**config.mk**
```make
export PLATFORM = sky130hd
export DESIGN_NAME = tcon_cursor
export DESIGN_NICKNAME = d
export VERILOG_FILES = /design/src/hdl/tcon_pkg.sv /design/src/hdl/tcon_cursor.sv
export SDC_FILE = /design/constraint.sdc
export NUM_CORES = 1
export LEC_CHECK = 0
export BUFFER_PORTS_ARGS = -buffer_cell sky130_fd_sc_hd__buf_2
export CAP_MARGIN = 0
export CORE_MARGIN = 10
export CORE_UTILIZATION = 35
export DETAILED_ROUTE_END_ITERATION = 10
export SYNTH_ARGS = -nofsm -noshare
export SYNTH_HDL_FRONTEND = slang
export SYNTH_SLANG_ARGS = --single-unit
```
**constraint.sdc**
```tcl
create_clock -name vclk -period 3.7
set_input_delay 0.555 -clock vclk [all_inputs]
set_output_delay 0.555 -clock vclk [all_outputs]
set_load 0.02 [all_outputs]
```
**src/hdl/tcon_pkg.sv**
```systemverilog
// Package: shared constants, flag structs and the SGR colour table for the text console.
package tcon_pkg;

  localparam int TCON_COLUMNS   = 80;
  localparam int TCON_ROWS      = 25;
  localparam int TCON_SEQ_DEPTH = 16;

  localparam logic [15:0] BLANK_RESET  = 16'h0F20;
  localparam logic [15:0] BLANK_SCROLL = 16'h1F20;

  localparam logic [7:0] CH_ESC  = 8'h1B;
  localparam logic [7:0] CH_BS   = 8'h08;
  localparam logic [7:0] CH_TAB  = 8'h09;
  localparam logic [7:0] CH_CR   = 8'h0D;
  localparam logic [7:0] CH_LF   = 8'h0A;
  localparam logic [7:0] CH_LBR  = 8'h5B;
  localparam logic [7:0] CH_SEMI = 8'h3B;
  localparam logic [7:0] CH_M    = 8'h6D;
  localparam logic [7:0] CH_0    = 8'h30;
  localparam logic [7:0] CH_3    = 8'h33;
  localparam logic [7:0] CH_4    = 8'h34;

  localparam logic [3:0] FORE_DEFAULT = 4'hF;
  localparam logic [3:0] BACK_DEFAULT = 4'h0;

  localparam logic CMD_PUT  = 1'b0;
  localparam logic CMD_READ = 1'b1;

  typedef struct packed {
    logic       active;
    logic [3:0] fore;
    logic [3:0] back;
  } sgr_stat_t;

  typedef struct packed {
    logic write_cell;
    logic scroll;
  } cur_flags_t;

  function automatic logic [3:0] colour_map(input logic [2:0] code);
    logic [3:0] c;
    unique case (code)
      3'd0: c = 4'h0;
      3'd1: c = 4'h4;
      3'd2: c = 4'h2;
      3'd3: c = 4'hE;
      3'd4: c = 4'h1;
      3'd5: c = 4'h5;
      3'd6: c = 4'h3;
      3'd7: c = 4'hF;
      default: c = 4'h0;
    endcase
    return c;
  endfunction

endpackage

```
**src/hdl/tcon_cursor.sv**
```systemverilog
// Cursor next-state logic: control bytes, printable advance, column wrap, scroll request.
module tcon_cursor #(
  parameter int COLUMNS = tcon_pkg::TCON_COLUMNS,
  parameter int ROWS    = tcon_pkg::TCON_ROWS
) (
  input  logic [7:0]                  char_code,
  input  logic [$clog2(COLUMNS)-1:0]  col,
  input  logic [$clog2(ROWS)-1:0]     row,
  output logic [$clog2(COLUMNS)-1:0]  col_next,
  output logic [$clog2(ROWS)-1:0]     row_next,
  output tcon_pkg::cur_flags_t        flags
);
  import tcon_pkg::*;

  localparam int CW  = $clog2(COLUMNS);
  localparam int TW  = $clog2(COLUMNS + 8);
  localparam int RW  = $clog2(ROWS);
  localparam int RTW = $clog2(ROWS + 1);

  logic [TW-1:0]  tc;
  logic [RTW-1:0] tr;
  logic           printable;

  assign printable = !char_code[7] && (char_code[6:5] != 2'b00);

  always_comb begin
    tc = {{(TW-CW){1'b0}}, col};
    tr = {{(RTW-RW){1'b0}}, row};
    priority if (char_code == CH_BS) begin
      if (tc != '0) tc = tc - TW'(1);
    end else if (char_code == CH_TAB) begin
      tc = (tc + TW'(8)) & ~TW'(7);
    end else if (char_code == CH_CR) begin
      tc = '0;
    end else if (char_code == CH_LF) begin
      tc = '0;
      tr = tr + RTW'(1);
    end else if (printable) begin
      tc = tc + TW'(1);
    end else begin
      tc = tc;
    end
    if (tc >= TW'(COLUMNS)) begin
      tc = '0;
      tr = tr + RTW'(1);
    end
    flags.write_cell = printable;
    flags.scroll     = (tr >= RTW'(ROWS));
    col_next = tc[CW-1:0];
    row_next = flags.scroll ? RW'(ROWS - 1) : tr[RW-1:0];
  end
endmodule

```
Word level (Yosys, flattened, before mapping)
Cells that the tools add are included.
Word-level totals
  bits in registers: 0
  input port bits: 20
  output and inout port bits: 14
  word-level logic and storage cells: 28
Operators by class
  add/sub/neg operators: 5
  order comparisons: 2
  equality and inequality tests: 4
  mux-type cells: 13
  reduce and logical (&&, ||, !) cells: 4
Operators by type and width (count)
  two-way mux 7 bit: 7
  equality test 8 x 4 -> 1 bit, second input constant: 4
  two-way mux 5 bit: 6
  adder 5 x 1 -> 5 bit, second input constant: 2
  adder 7 x 1 -> 7 bit, second input constant: 1
  adder 7 x 4 -> 7 bit, second input constant: 1
  >= comparator 7 bit, second input constant: 1
  nonzero test 7 bit: 1
  subtractor 7 x 1 -> 7 bit, second input constant: 1
  >= comparator 5 bit, second input constant: 1
  nonzero test 2 bit: 1
  logical AND 1 bit: 1
  logical NOT 1 bit: 1

Longest topological paths before layout
  depth in word-level cells: 11
  gate-level depth with buffers: 10
  mapped depth without buffers: 9

Worst setup path before layout
Ideal clock, no wire load.
  path type: input to output
  start: in char_code[5]
  end: out row_next[0]
  data arrival time: 2913 ps
  required time: 3145 ps
  slack: 232 ps
  stages on the path: 8
  buffers on the path: 2
  cells stage by stage: or4_1 > or4_1 > buf_2 > o32a_4 > a21boi_4 > buf_6 > xnor2_1 > nor3_1
On the way
  word-level cells in the longest chain between the ends: 11
  elaborated cells on any way between the ends: 20
RTL lines
  start: declaration: RTL line tcon_cursor.sv:6  | input logic [7:0] char_code,
  nonzero test 2 bit: RTL line tcon_cursor.sv:24  | assign printable = !char_code[7] && (char_code[6:5] != 2'b00);
  logical AND 1 bit: RTL line tcon_cursor.sv:24
  two-way mux 7 bit: RTL line tcon_cursor.sv:38  | end else if (printable) begin
  two-way mux 7 bit: RTL line tcon_cursor.sv:35  | end else if (char_code == CH_LF) begin
  two-way mux 7 bit: RTL line tcon_cursor.sv:33  | end else if (char_code == CH_CR) begin
  two-way mux 7 bit: RTL line tcon_cursor.sv:31  | end else if (char_code == CH_TAB) begin
  two-way mux 7 bit: RTL line tcon_cursor.sv:29  | priority if (char_code == CH_BS) begin
  >= comparator 7 bit: RTL line tcon_cursor.sv:43  | if (tc >= TW'(COLUMNS)) begin
  two-way mux 5 bit *: RTL line tcon_cursor.sv:43
  >= comparator 5 bit: RTL line tcon_cursor.sv:48  | flags.scroll = (tr >= RTW'(ROWS));
  two-way mux 5 bit *: RTL line tcon_cursor.sv:50  | row_next = flags.scroll ? RW'(ROWS - 1) : tr[RW-1:0];
  end: declaration: RTL line tcon_cursor.sv:10  | output logic [$clog2(ROWS)-1:0] row_next,
Mark *: on every way between the ends. The rest lies on a longest branch, timed or not.

Final worst setup path
  start: in col[0]
  end: out row_next[1]
On the way
  word-level cells in the longest chain between the ends: 10
  elaborated cells on any way between the ends: 14
RTL lines
  start: declaration: RTL line tcon_cursor.sv:7  | input logic [$clog2(COLUMNS)-1:0] col,
  adder 7 x 1 -> 7 bit: RTL line tcon_cursor.sv:39  | tc = tc + TW'(1);
  two-way mux 7 bit: RTL line tcon_cursor.sv:38
  two-way mux 7 bit: RTL line tcon_cursor.sv:35
  two-way mux 7 bit: RTL line tcon_cursor.sv:33
  two-way mux 7 bit: RTL line tcon_cursor.sv:31
  two-way mux 7 bit *: RTL line tcon_cursor.sv:29
  >= comparator 7 bit *: RTL line tcon_cursor.sv:43
  two-way mux 5 bit *: RTL line tcon_cursor.sv:43
  >= comparator 5 bit: RTL line tcon_cursor.sv:48
  two-way mux 5 bit *: RTL line tcon_cursor.sv:50
Marks and branches as above.

==> flow_summary.toml <==
[yosys]
yosysSeqAreaShare_pct = 0
mappedNetlistArea_um2 = 928.4
yosys_warning_total = 0
ys_types = 43
netlist_instances = 134
mapped_nets = 161
syn-mean-instance-area_um2 = 6.928

[placed_design]
gp_routability_congestion = 0.8294
place_inst = 203
port-buffer-count = 34
dp.final_hpwl_um = 2444

[global_route]
grt.overflow.total = 0
global_route_wire_length_before_repair_um = 4802
gr-usage-all-layers_pct = 10.30
via_count_of_the_first_global_routing_pass = 1097
grt_max_degree = 13
initial_antenna_violation_count = 0

[setup_path]
timing_worst_setup_path_type = "in -> out"
cp.arrival_ns = 2.99
worst_ep_required_time_ns = 3.14
startpoint_type = "primary input"
endpoint_kind_of_the_worst_setup_timing_path = "output port"
path_max_fanout = 10

[timing]
timing.slew.headroom_pct = 64.41
fin_worst_hold_slack_ns = 1.514
setup_total_negative_slack_ns = 0
timing.final.crit_period_ns = 3.541
layout_worst_path_cycle_share_pct = 95.71
hold_viol = 0
rsz0062_at_grt = "no"
count_of_pins_over_their_slew_limit = 0
transition_time_at_the_pin_with_the_least_slew_margin_ns = 0.5300
final-setup-viol-count = 0
max_clock_freq_ghz = 0.2824

[pwr]
power_density_nw_per_um2 = 115.3
sw_share_pct = 57.19
static_leakage_nw = 0.5355
power_report.internal_total_mw = 0.06001
power.clock.fraction_pct = 0
irDropWorstVdd_uv = 64.92
power.share.combinational_pct = 100.0
share_seq_of_total_power_pct = 0
power.switching_mw = 0.08018

[detailed_routing]
antenna_violating_nets_left = 0
route.detailed.wl_per_inst_um = 14.13
dr_total_vias = 1126
drt-initial-drc-count = 38
wirelength_um = 2882
drt_pass_1_iters = 4
detail_route.vias_per_cell = 5.520
post-route-drc-count = 0

[die]
die-width_um = 71.50
die_area_um2 = 5112
design.core.area_um2 = 2500
initial_utilization_pct = 37.14
die_height_um = 71.50
ioPinCount = 34
num_rows = 18

[hold_path]
min_to = "col_next[2]"
hp-class = "in -> out"
holdPathStages = 3
min_from = "col[2]"

[cells_and_area]
design.seq.count = 0
sequential_cell_area_um2 = 0
layout-area-overhead-vs-synth_pct = 31.00
finalNetCount = 203
finalNonFillerCells = 204
n_antenna_cell = 0
clockBufferCount = 0
drive_gt1_share_pct = 33.91

[run]
cap_violations = 0

[run_status]
run_status = "complete, no violations"
[power by group through the flow]
stage	logic (mW)	clock network [mW]	registers, mW
after floorplan	0.0875	0	0
after global placement	0.134	0	0
after detailed placement	0.136	0	0
after CTS	0.136	0	0
after global routing	0.154	0	0
final	0.140	0	0
[cells by family after synthesis]
kind of cell	after synthesis	synth area share, %
AND/OR/NAND/NOR	60	36.39
AO/OA/AOI/OAI	32	26.82
buffers and inverters	15	7.412
XOR/XNOR	14	13.21
adder cells (fa/ha/maj)	7	9.434
multiplexers	6	6.739
[stage by stage]
step	total power, mW	utilization (%)	instance area [µm²]	setup WS (ns)
2_1_floorplan	0.08750	-	928.4	0.2320
3_3_place_gp	0.1336	47.50	1187	0.1030
3_5_place_dp	0.1359	47.50	1187	0.04756
4_1_cts	0.1365	47.50	1187	0.03511
5_1_grt	0.1543	48.65	1216	0.005258
6_report	0.1402	48.65	1216	0.1585
[worst max-delay path: stages]
cell and delay (ns):
buf_2 0.14, inv_1 0.07, ha_1 0.21, or3b_2 0.51, nor3_1 0.19, a211oi_1 0.08
o32a_4 0.38, a21boi_4 0.29, buf_12 0.15, mux2i_1 0.18, nor3_1 0.06, buf_2 0.17
[how the worst max path moves through the flow]
stage,from,endpoint,depth (start not counted)
floorplan,char_code[5],row_next[0],8
global placement,char_code[5],row_next[1],8
detailed placement,char_code[5],row_next[1],8
CTS,char_code[5],row_next[1],8
global route,col[0],row_next[1],11
finish,col[0],row_next[1],12
[routing by layer]
layer	up-vias	global-route usage [%]	routed length, µm
met1	508	13.92	1386
li1	583	-	-
met4	0	1.075	19
met5	-	0	0
met2	33	17.35	1339
met3	2	1.240	136
[cells in the mapped netlist, types with 2 or more instances]
cell      number  share of area (%)
mux2_2         2                2.4
xnor2_1        9                8.5
a21oi_1        6                3.2
a211oi_1       3                2.4
nand3b_1       3                2.4
inv_1          8                3.2
mux2i_1        4                4.3
o21ai_0       11                5.9
nor4_1         4                2.7
nor3_1         6                3.2
nor2_1        10                4.0
clkbuf_1       4                1.6
xor2_1         5                4.7
nand2_1        5                2.0
nor4b_1        2                1.9
or3_1          2                1.3
nand4_1        3                2.0
and3_1         6                4.0
or4_1          2                1.6
ha_1           7                9.4
nand3_1        9                4.9
nor2b_1        2                1.3
[final cells by class]
type                       instances  area (µm²)
fill                             253        1284
timing repair buffer              47       280.3
tap                               30       37.54
inverter                           8       30.03
multi-input combinational        119       868.3
[cell usage in the layout (no fill, tap or decap), types with 2 or more instances in the layout]
cell	instances
mux2_2	2
or3_1	2
nor2b_1	2
buf_4	12
mux2i_1	4
nor3_1	6
nor4b_1	2
nand3_1	9
and3_1	6
nor4_1	4
nand2_1	5
inv_1	8
ha_1	7
o21ai_0	11
nand4_1	3
buf_2	34
nand3b_1	3
xor2_1	5
xnor2_1	9
a21oi_1	6
nor2_1	10
a211oi_1	3
[what timing repair did]
action                                  CTS  global route
endpoints found under the setup margin    0             4
hold buffers                              0             0
gates resized for setup                   0             2
setup buffers                             0             1
(Power assumes the default switching activity.)
