==> src/hdl/tcon_pkg.sv <==
// Package: shared constants, flag structs and the SGR colour table for the text console.
package tcon_pkg;

  localparam int TCON_COLUMNS   = 80;
  localparam int TCON_ROWS      = 25;
  localparam int TCON_SEQ_DEPTH = 16;

  localparam logic [15:0] BLANK_RESET  = 16'h0F20;
  localparam logic [15:0] BLANK_SCROLL = 16'h1F20;

  localparam logic [7:0] CH_ESC  = 8'h1B;
  localparam logic [7:0] CH_BS   = 8'h08;
  localparam logic [7:0] CH_TAB  = 8'h09;
  localparam logic [7:0] CH_CR   = 8'h0D;
  localparam logic [7:0] CH_LF   = 8'h0A;
  localparam logic [7:0] CH_LBR  = 8'h5B;
  localparam logic [7:0] CH_SEMI = 8'h3B;
  localparam logic [7:0] CH_M    = 8'h6D;
  localparam logic [7:0] CH_0    = 8'h30;
  localparam logic [7:0] CH_3    = 8'h33;
  localparam logic [7:0] CH_4    = 8'h34;

  localparam logic [3:0] FORE_DEFAULT = 4'hF;
  localparam logic [3:0] BACK_DEFAULT = 4'h0;

  localparam logic CMD_PUT  = 1'b0;
  localparam logic CMD_READ = 1'b1;

  typedef struct packed {
    logic       active;
    logic [3:0] fore;
    logic [3:0] back;
  } sgr_stat_t;

  typedef struct packed {
    logic write_cell;
    logic scroll;
  } cur_flags_t;

  function automatic logic [3:0] colour_map(input logic [2:0] code);
    logic [3:0] c;
    unique case (code)
      3'd0: c = 4'h0;
      3'd1: c = 4'h4;
      3'd2: c = 4'h2;
      3'd3: c = 4'hE;
      3'd4: c = 4'h1;
      3'd5: c = 4'h5;
      3'd6: c = 4'h3;
      3'd7: c = 4'hF;
      default: c = 4'h0;
    endcase
    return c;
  endfunction

endpackage

==> src/hdl/tcon_sgr.sv <==
// SGR escape parser: tracks escape mode, parses colour codes per beat, holds colours.
module tcon_sgr #(
  parameter int SEQ_DEPTH = tcon_pkg::TCON_SEQ_DEPTH
) (
  input  logic                  clk,
  input  logic                  rst,
  input  logic                  put,
  input  logic [7:0]            char_code,
  output tcon_pkg::sgr_stat_t   stat
);
  import tcon_pkg::*;

  localparam int LW = $clog2(SEQ_DEPTH + 1);

  logic          active;
  logic [3:0]    fore;
  logic [3:0]    back;
  logic [3:0]    pfore;
  logic [3:0]    pback;
  logic [LW-1:0] len;
  logic          bracket;
  logic [1:0]    code_cnt;
  logic [7:0]    code_first;
  logic          digit_ok;

  assign digit_ok = (char_code[7:3] == 5'b00110);

  assign stat.active = active;
  assign stat.fore   = fore;
  assign stat.back   = back;

  always_ff @(posedge clk) begin
    if (rst) begin
      active     <= 1'b0;
      fore       <= FORE_DEFAULT;
      back       <= BACK_DEFAULT;
      pfore      <= FORE_DEFAULT;
      pback      <= BACK_DEFAULT;
      len        <= '0;
      bracket    <= 1'b0;
      code_cnt   <= 2'd0;
      code_first <= 8'h00;
    end else if (put) begin
      if (active) begin
        if (char_code == CH_M) begin
          active <= 1'b0;
          // commit only a sequence that opened with a bracket
          if (bracket) begin
            fore <= pfore;
            back <= pback;
          end
        end else if (len < LW'(SEQ_DEPTH)) begin
          len <= len + LW'(1);
          if (len == '0) begin
            bracket <= (char_code == CH_LBR);
          end else if (char_code == CH_SEMI) begin
            code_cnt <= 2'd0;
          end else begin
            unique case (code_cnt)
              2'd0: begin
                code_first <= char_code;
                code_cnt   <= 2'd1;
                if (char_code == CH_0) begin
                  pfore <= FORE_DEFAULT;
                  pback <= BACK_DEFAULT;
                end
              end
              2'd1: begin
                code_cnt <= 2'd2;
                if (digit_ok && code_first == CH_3) begin
                  pfore <= colour_map(char_code[2:0]);
                end
                if (digit_ok && code_first == CH_4) begin
                  pback <= colour_map(char_code[2:0]);
                end
              end
              default: code_cnt <= code_cnt;
            endcase
          end
        end
      end else if (char_code == CH_ESC) begin
        active   <= 1'b1;
        len      <= '0;
        bracket  <= 1'b0;
        code_cnt <= 2'd0;
        pfore    <= fore;
        pback    <= back;
      end
    end
  end

  a_len_bound: assert property (@(posedge clk) disable iff (rst)
    len <= LW'(SEQ_DEPTH))
    else $error("sequence length past depth");
  a_idle_colours_hold: assert property (@(posedge clk) disable iff (rst)
    !$past(active) |-> $stable(fore) && $stable(back))
    else $error("colours changed outside a sequence");
  a_end_leaves: assert property (@(posedge clk) disable iff (rst)
    (put && active && char_code == CH_M) |=> !active)
    else $error("sequence end did not leave escape mode");
endmodule

==> config.mk <==
export PLATFORM = sky130hd
export DESIGN_NAME = tcon_sgr
export DESIGN_NICKNAME = d
export VERILOG_FILES = /design/src/hdl/tcon_pkg.sv /design/src/hdl/tcon_sgr.sv
export SDC_FILE = /design/constraint.sdc
export NUM_CORES = 1
export LEC_CHECK = 0
export BUFFER_PORTS_ARGS = -buffer_cell sky130_fd_sc_hd__buf_4
export CORE_UTILIZATION = 30
export DETAILED_ROUTE_END_ITERATION = 6
export SETUP_SLACK_MARGIN = 0.02
export SYNTH_ARGS = -nofsm -noshare
export SYNTH_HDL_FRONTEND = slang
export SYNTH_SLANG_ARGS = --single-unit
==> constraint.sdc <==
create_clock -name clk -period 3.4 [get_ports clk]
set_input_delay 0.34 -clock clk [delete_from_list [all_inputs] [get_ports clk]]
set_output_delay 0.34 -clock clk [all_outputs]
set_load 0.02 [all_outputs]
Word-level counts from Yosys, hierarchy flattened
Memory sizes are Yosys's and may differ from the RTL's.
Cells that the tools add are included.
{"block": "totals", "register_bits": 33, "latch_bits": 0, "ramBits": 0, "rom_bits": 64, "output_inout_bits": 9, "word_cells": 84, "n_memories": 2}
{"memory": "(name not given)", "words": 8, "word_bits": 4, "read_ports": 1, "rd_ports_with_merged_regs": 0, "wr": 0, "line_no": "tcon_pkg.sv:42", "text": "unique case (code)"}
{"memory": "(name not given)", "words": 8, "word_bits": 4, "read_ports": 1, "rd_ports_with_merged_regs": 0, "wr": 0, "line_no": "tcon_pkg.sv:42"}
{"block": "classes", "add_sub_neg": 1, "mul": 0, "div": 0, "n_lt_le_gt_ge": 1, "n_eq_ne": 19, "n_shift": 0, "mux": 37, "bitwise_logic": 3, "reduce_logical": 12}
{"operator": "2-to-1 mux 4 bit", "count": 16}
{"operator": "== test 8 x 6 -> 1 bit, second input constant", "count": 4}
{"operator": "2-to-1 mux 5 bit", "count": 4}
{"operator": "AND reduction 9 bit", "count": 2}
{"operator": "== test 8 x 7 -> 1 bit, second input constant", "count": 2}
{"operator": "case mux 4 bit (2 select lines)", "count": 2}
{"operator": "2-to-1 mux 2 bit", "count": 6}
{"operator": "!= test 3 bit, second input constant", "count": 3}
{"operator": "== test 8 x 5 -> 1 bit, second input constant", "count": 1}
{"operator": "2-to-1 mux 1 bit", "count": 8}
{"operator": "AND reduction 4 bit", "count": 2}
{"operator": "AND reduction 7 bit", "count": 1}
{"operator": "!= test 2 bit, second input constant", "count": 3}
{"operator": "AND reduction 6 bit", "count": 1}
{"operator": "adder 5 x 1 -> 5 bit, second input constant", "count": 1}
{"operator": "== test 5 x 3 -> 1 bit, second input constant", "count": 1}
{"operator": "logical NOT 5 bit", "count": 1}
{"operator": "< comparator 5 bit, second input constant", "count": 1}
{"operator": "AND reduction 5 bit", "count": 1}
{"operator": "!= test 2 x 1 -> 1 bit, second input constant", "count": 2}
{"operator": "!= test 4 x 1 -> 1 bit, second input constant", "count": 1}
{"operator": "case mux 2 bit (2 select lines)", "count": 1}
{"operator": "!= test 3 x 1 -> 1 bit, second input constant", "count": 1}
{"operator": "NOT 1 bit", "count": 3}
{"operator": "4 further kinds", "count": 5}

Logic depth before layout (Yosys ltp)
{"block": "depth", "ltp_word": 9, "ltp_mapped": 7}

Worst setup path before layout
OpenSTA, ideal clock, no wires.
{"block": "synth_path", "path_type": "input port to flip-flop", "startpoint": "in char_code[1]", "endpoint": "reg pfore[0]", "setup_time_ns": 0.120, "t_arrival_ns": 2.049, "slack_ns": 1.231, "cell_stages": 5, "path_cell_list": "buf_2 -> or4_4 -> o211a_1 -> or4_4 -> a211o_1"}
{"block": "synth_between", "elab_chain_cells": 8, "elab_cells_between_ends": 17}
{"element": "start, declared", "line_no": "tcon_sgr.sv:8", "text": "input logic [7:0] char_code,"}
{"element": "memory (8 x 4 bit)"}
{"element": "2-to-1 mux 4 bit", "line_no": "tcon_sgr.sv:70", "text": "if (digit_ok && code_first == CH_3) begin"}
{"element": "case mux 4 bit (2 select lines)", "line_no": "tcon_sgr.sv:59", "text": "unique case (code_cnt)"}
{"element": "2-to-1 mux 4 bit", "line_no": "tcon_sgr.sv:56", "text": "end else if (char_code == CH_SEMI) begin"}
{"element": "2-to-1 mux 4 bit", "line_no": "tcon_sgr.sv:54", "text": "if (len == '0) begin"}
{"element": "2-to-1 mux 4 bit", "line_no": "tcon_sgr.sv:52", "text": "end else if (len < LW'(SEQ_DEPTH)) begin"}
{"element": "2-to-1 mux 4 bit", "line_no": "tcon_sgr.sv:45", "text": "if (char_code == CH_M) begin"}
{"element": "2-to-1 mux 4 bit", "line_no": "tcon_sgr.sv:44", "text": "if (active) begin"}
{"element": "end signal, assigned", "line_no": "tcon_sgr.sv:71", "text": "pfore <= colour_map(char_code[2:0]);"}
{"element": "end signal, assigned", "line_no": "tcon_sgr.sv:86", "text": "pfore <= fore;"}
{"element": "end, declared", "line_no": "tcon_sgr.sv:18", "text": "logic [3:0] pfore;"}
Parallel ways exist; a longest one is shown, timed or not. The select of a mux whose other input is x is not followed.
A chain may end at the register's enable or synchronous reset.

Worst setup path in the final report
{"block": "layout_path", "startpoint": "reg len[0]", "endpoint": "reg pfore[1]"}
{"block": "layout_between", "elab_chain_cells": 3, "elab_cells_between_ends": 5}
{"element": "start, declared", "line_no": "tcon_sgr.sv:20", "text": "logic [LW-1:0] len;"}
{"element": "start signal, assigned", "line_no": "tcon_sgr.sv:53", "text": "len <= len + LW'(1);"}
{"element": "< comparator 5 bit or logical NOT 5 bit (tied branches)", "line_no": "tcon_sgr.sv:52, tcon_sgr.sv:54"}
{"element": "!= test 2 x 1 -> 1 bit (no line) or != test 2 bit (tied branches)"}
{"element": "AND reduction 9 bit (no line) *"}
Every way passes the cells marked *; elsewhere a longest branch is shown, timed or not.

==> results.json <==
{
  "synthAdderAreaFrac_pct": 1.52,
  "grt_overflow_total": 0,
  "synth_compound_area_share_pct": 19.1,
  "fin_crit_sh_pct": 67.8,
  "drive_gt1_share_pct": 16.3,
  "worstReg2RegEnd": "pfore[1]$_SDFFE_PP1P_",
  "final_area_um2": 1930,
  "hold_end": "code_first[4]$_SDFFE_PP0P_",
  "dieArea_um2": 5770,
  "synth.area.mux_share_pct": 7.32,
  "ant_nets": 0,
  "critPathTopFamily": "simple AND/OR/NAND/NOR gates",
  "coreArea_um2": 5170,
  "post-route-drc-count": 0,
  "vias_per_cell": 5.14,
  "ys_ff_latch": 33,
  "async_flop_share_pct": 0,
  "ys_warn_count": 0,
  "regArea_um2": 661,
  "finClkSkew_ns": 0.00957,
  "layout_commonest_cell": "dfxtp_1",
  "dr.pass1.iters": 4,
  "critPathCaptureType": "register",
  "min_period_ns": 2.31,
  "relSlewSlack_pct": 52.9,
  "num_io_pins": 20,
  "r2r_start": "len[0]$_SDFFE_PP0P_",
  "hold_viol": 0,
  "die_x_um": 76.0,
  "worstSetupPathType": "reg -> reg",
  "tightest_slew_ns": 0.705,
  "totalWireLength_mm": 3.64,
  "setup_tns_ns": 0,
  "num_rows": 26,
  "yosysSeqAreaShare_pct": 40.2,
  "dp_cells": 259,
  "pre_cts_ws_ns": 1.12,
  "cts_tree": "yes",
  "synth_ff_type": "dfxtp_1",
  "antenna_found_initial": 0,
  "clk_latency_ns": 0.28,
  "port-buffer-count": 19,
  "mostFrequentLayoutCells": "33 x dfxtp_1, 25 x nor2_1, 21 x buf_4",
  "grt_pass1_vias": 1282,
  "power_leakage_uw": 0.000659,
  "setup_ws_ns": 1.09,
  "synthSimpleGateAreaFrac_pct": 26.2,
  "gp_congestion": 0.790,
  "multi_input_area_um2": 916,
  "sw_frac_of_total_pct": 20.9,
  "fmax_mhz": 434,
  "postSynthAreaPerCell_um2": 9.17,
  "setup_violations": 0,
  "num_vias": 1366,
  "placed_cell_area_um2": 1830,
  "crit_chain": "inv_1 -> ha_1 -> or3b_2 -> o211ai_1 -> and2_0 -> or4_4 -> a211o_1",
  "fp.dieH_um": 76.0,
  "drv_cap": 0,
  "synth_area_um2": 1640,
  "num_antenna_cells": 0,
  "ys_types": 45,
  "synth_edf_count": 0,
  "syn_nets": 192,
  "hp-start": "char_code[4]",
  "dp_hpwl_mm": 2.58,
  "p_per_area_nw_per_um2": 401,
  "start_util_pct": 31.7,
  "ctsHoldBuffers": 0,
  "synth_top_family_by_area": "simple AND/OR/NAND/NOR gates",
  "cts_buffers": 5,
  "outcome": "completed",
  "cp_num_buf_inv": 1,
  "finalMaxSlewViolations": 0,
  "netlist_instances": 179,
  "start_kind": "register",
  "clockRootBuffer": "clkbuf_8",
  "comb_power_share_pct": 4.4,
  "post_cts.repair.setup_buffers": 0,
  "first_iter_violations": 76,
  "slowest_stage": "or4_4",
  "synthToLayoutAreaGrowth_pct": 17.8,
  "cp_data_arrival_time_ns": 2.47,
  "ff2ff_path_depth": 7,
  "whs_path_depth": 3,
  "max-vdd-ir-drop_mv": 0.160,
  "grt_max_degree": 29,
  "synth-xor-area-share_pct": 1.60,
  "clk_pin_slew_ns": 0.07,
  "cts_resized": 0,
  "final-instance-count-excl-fill": 266,
  "h-tree-depth": 2,
  "slowest_delay_ns": 0.61,
  "r2r_slack_ns": 1.09,
  "hp-class": "in -> reg",
  "wl_per_cell_um": 13.7,
  "p_clk_share_pct": 45.7,
  "power_switching_uw": 162,
  "p_total_uw": 775,
  "final_nets": 209,
  "p_int_uw": 613,
  "crit_fanout": 6,
  "clkSinkCount": 33,
  "worstPathRequired_ns": 3.56,
  "rsz0062_at_grt": "no",
  "grt_pass1_wl_mm": 6.24,
  "seq_power_share_pct": 50.0,
  "grt_use_total_pct": 13.5,
  "fillerInstances": 534,
  "cts.path.max_buffers": 2
}
==> sequential cells by signal (all words and copies together) (netlist names) <==
name and cells:
pfore 4, len 5, back 4, active 1, pback 4, bracket 1
code_cnt 2, fore 4, code_first 8
==> kinds of logic after synthesis <==
family	count (synthesis)
mux	12
buf+inv	13
fa+ha+maj	2
xor+xnor	3
compound gates	43
simple gates	73
flops	33
==> synth_stat cells, types with 3 or more instances <==
| cell type | count | area [um^2] |
|---|---|---|
| o221ai_1 | 3 | 26.3 |
| o211ai_1 | 4 | 30.0 |
| clkbuf_1 | 5 | 18.8 |
| a211oi_1 | 6 | 45.0 |
| nand2_1 | 6 | 22.5 |
| nor4_1 | 4 | 25.0 |
| nor2_1 | 25 | 93.8 |
| a21oi_1 | 13 | 65.1 |
| and4b_1 | 3 | 30.0 |
| a211o_1 | 8 | 70.1 |
| nand4b_1 | 3 | 26.3 |
| nor2b_1 | 10 | 62.6 |
| dfxtp_1 | 33 | 661 |
| nand3_1 | 3 | 15.0 |
| mux2i_1 | 12 | 120 |
==> metrics by stage <==
stage	hold WS, ns	util, %
6_report	0.336	37.4
5_1_grt	0.342	37.4
4_1_cts	0.328	37.4
3_5_place_dp	0.456	35.4
3_3_place_gp	0.451	35.4
2_1_floorplan	0.437	-
==> metal layers <==
layer | vias up | GRT usage, % | part of all wire (%)
met5 | - | 0 | 0
met4 | 0 | 4.62 | 0.69
met3 | 2 | 4.19 | 4.9
met2 | 27 | 20.5 | 44
met1 | 639 | 18.0 | 50
li1 | 698 | - | -
==> layout make-up <==
type / count / share of cell area [%]
Multi-Input combinational cell: 133 / 47.4
Sequential cell: 33 / 34.2
Tap cell: 70 / 4.53
Clock inverter: 2 / 1.81
Inverter: 2 / 0.388
Timing Repair Buffer: 21 / 8.16
Clock buffer: 5 / 3.56
==> power groups by stage <==
stage,registers [uW],clock network (uW),logic (uW)
6_report,387,354,33.8
5_1_grt,387,384,37.3
4_1_cts,387,363,34.0
3_5_place_dp,396,0,34.1
3_3_place_gp,396,0,33.9
2_1_floorplan,396,0,17.2
==> how the worst max path moves through the flow <==
| stage | slack (ns) | cells after the start | from | endpoint |
|---|---|---|---|---|
| 2_1_floorplan | 1.23 | 5 | char_code[1] | pfore[0]$_SDFFE_PP1P_ |
| 5_1_grt | 0.95 | 6 | active$_SDFFE_PP0P_ | code_first[6]$_SDFFE_PP0P_ |
| 3_5_place_dp | 1.12 | 7 | len[0]$_SDFFE_PP0P_ | pfore[3]$_SDFFE_PP1P_ |
| 3_3_place_gp | 1.14 | 7 | len[0]$_SDFFE_PP0P_ | pfore[3]$_SDFFE_PP1P_ |
| 4_1_cts | 1.10 | 7 | len[0]$_SDFFE_PP0P_ | pfore[3]$_SDFFE_PP1P_ |
| 6_report | 1.09 | 7 | len[0]$_SDFFE_PP0P_ | pfore[1]$_SDFFE_PP1P_ |
==> tightest hold or removal path: cells and delay by family <==
kind | cells | cell delay, ns
and+or+nand+nor | 1 | 0.07
buffers and inverters | 1 | 0.11
muxes | 1 | 0.07
Power figures use the tool's default switching activity.
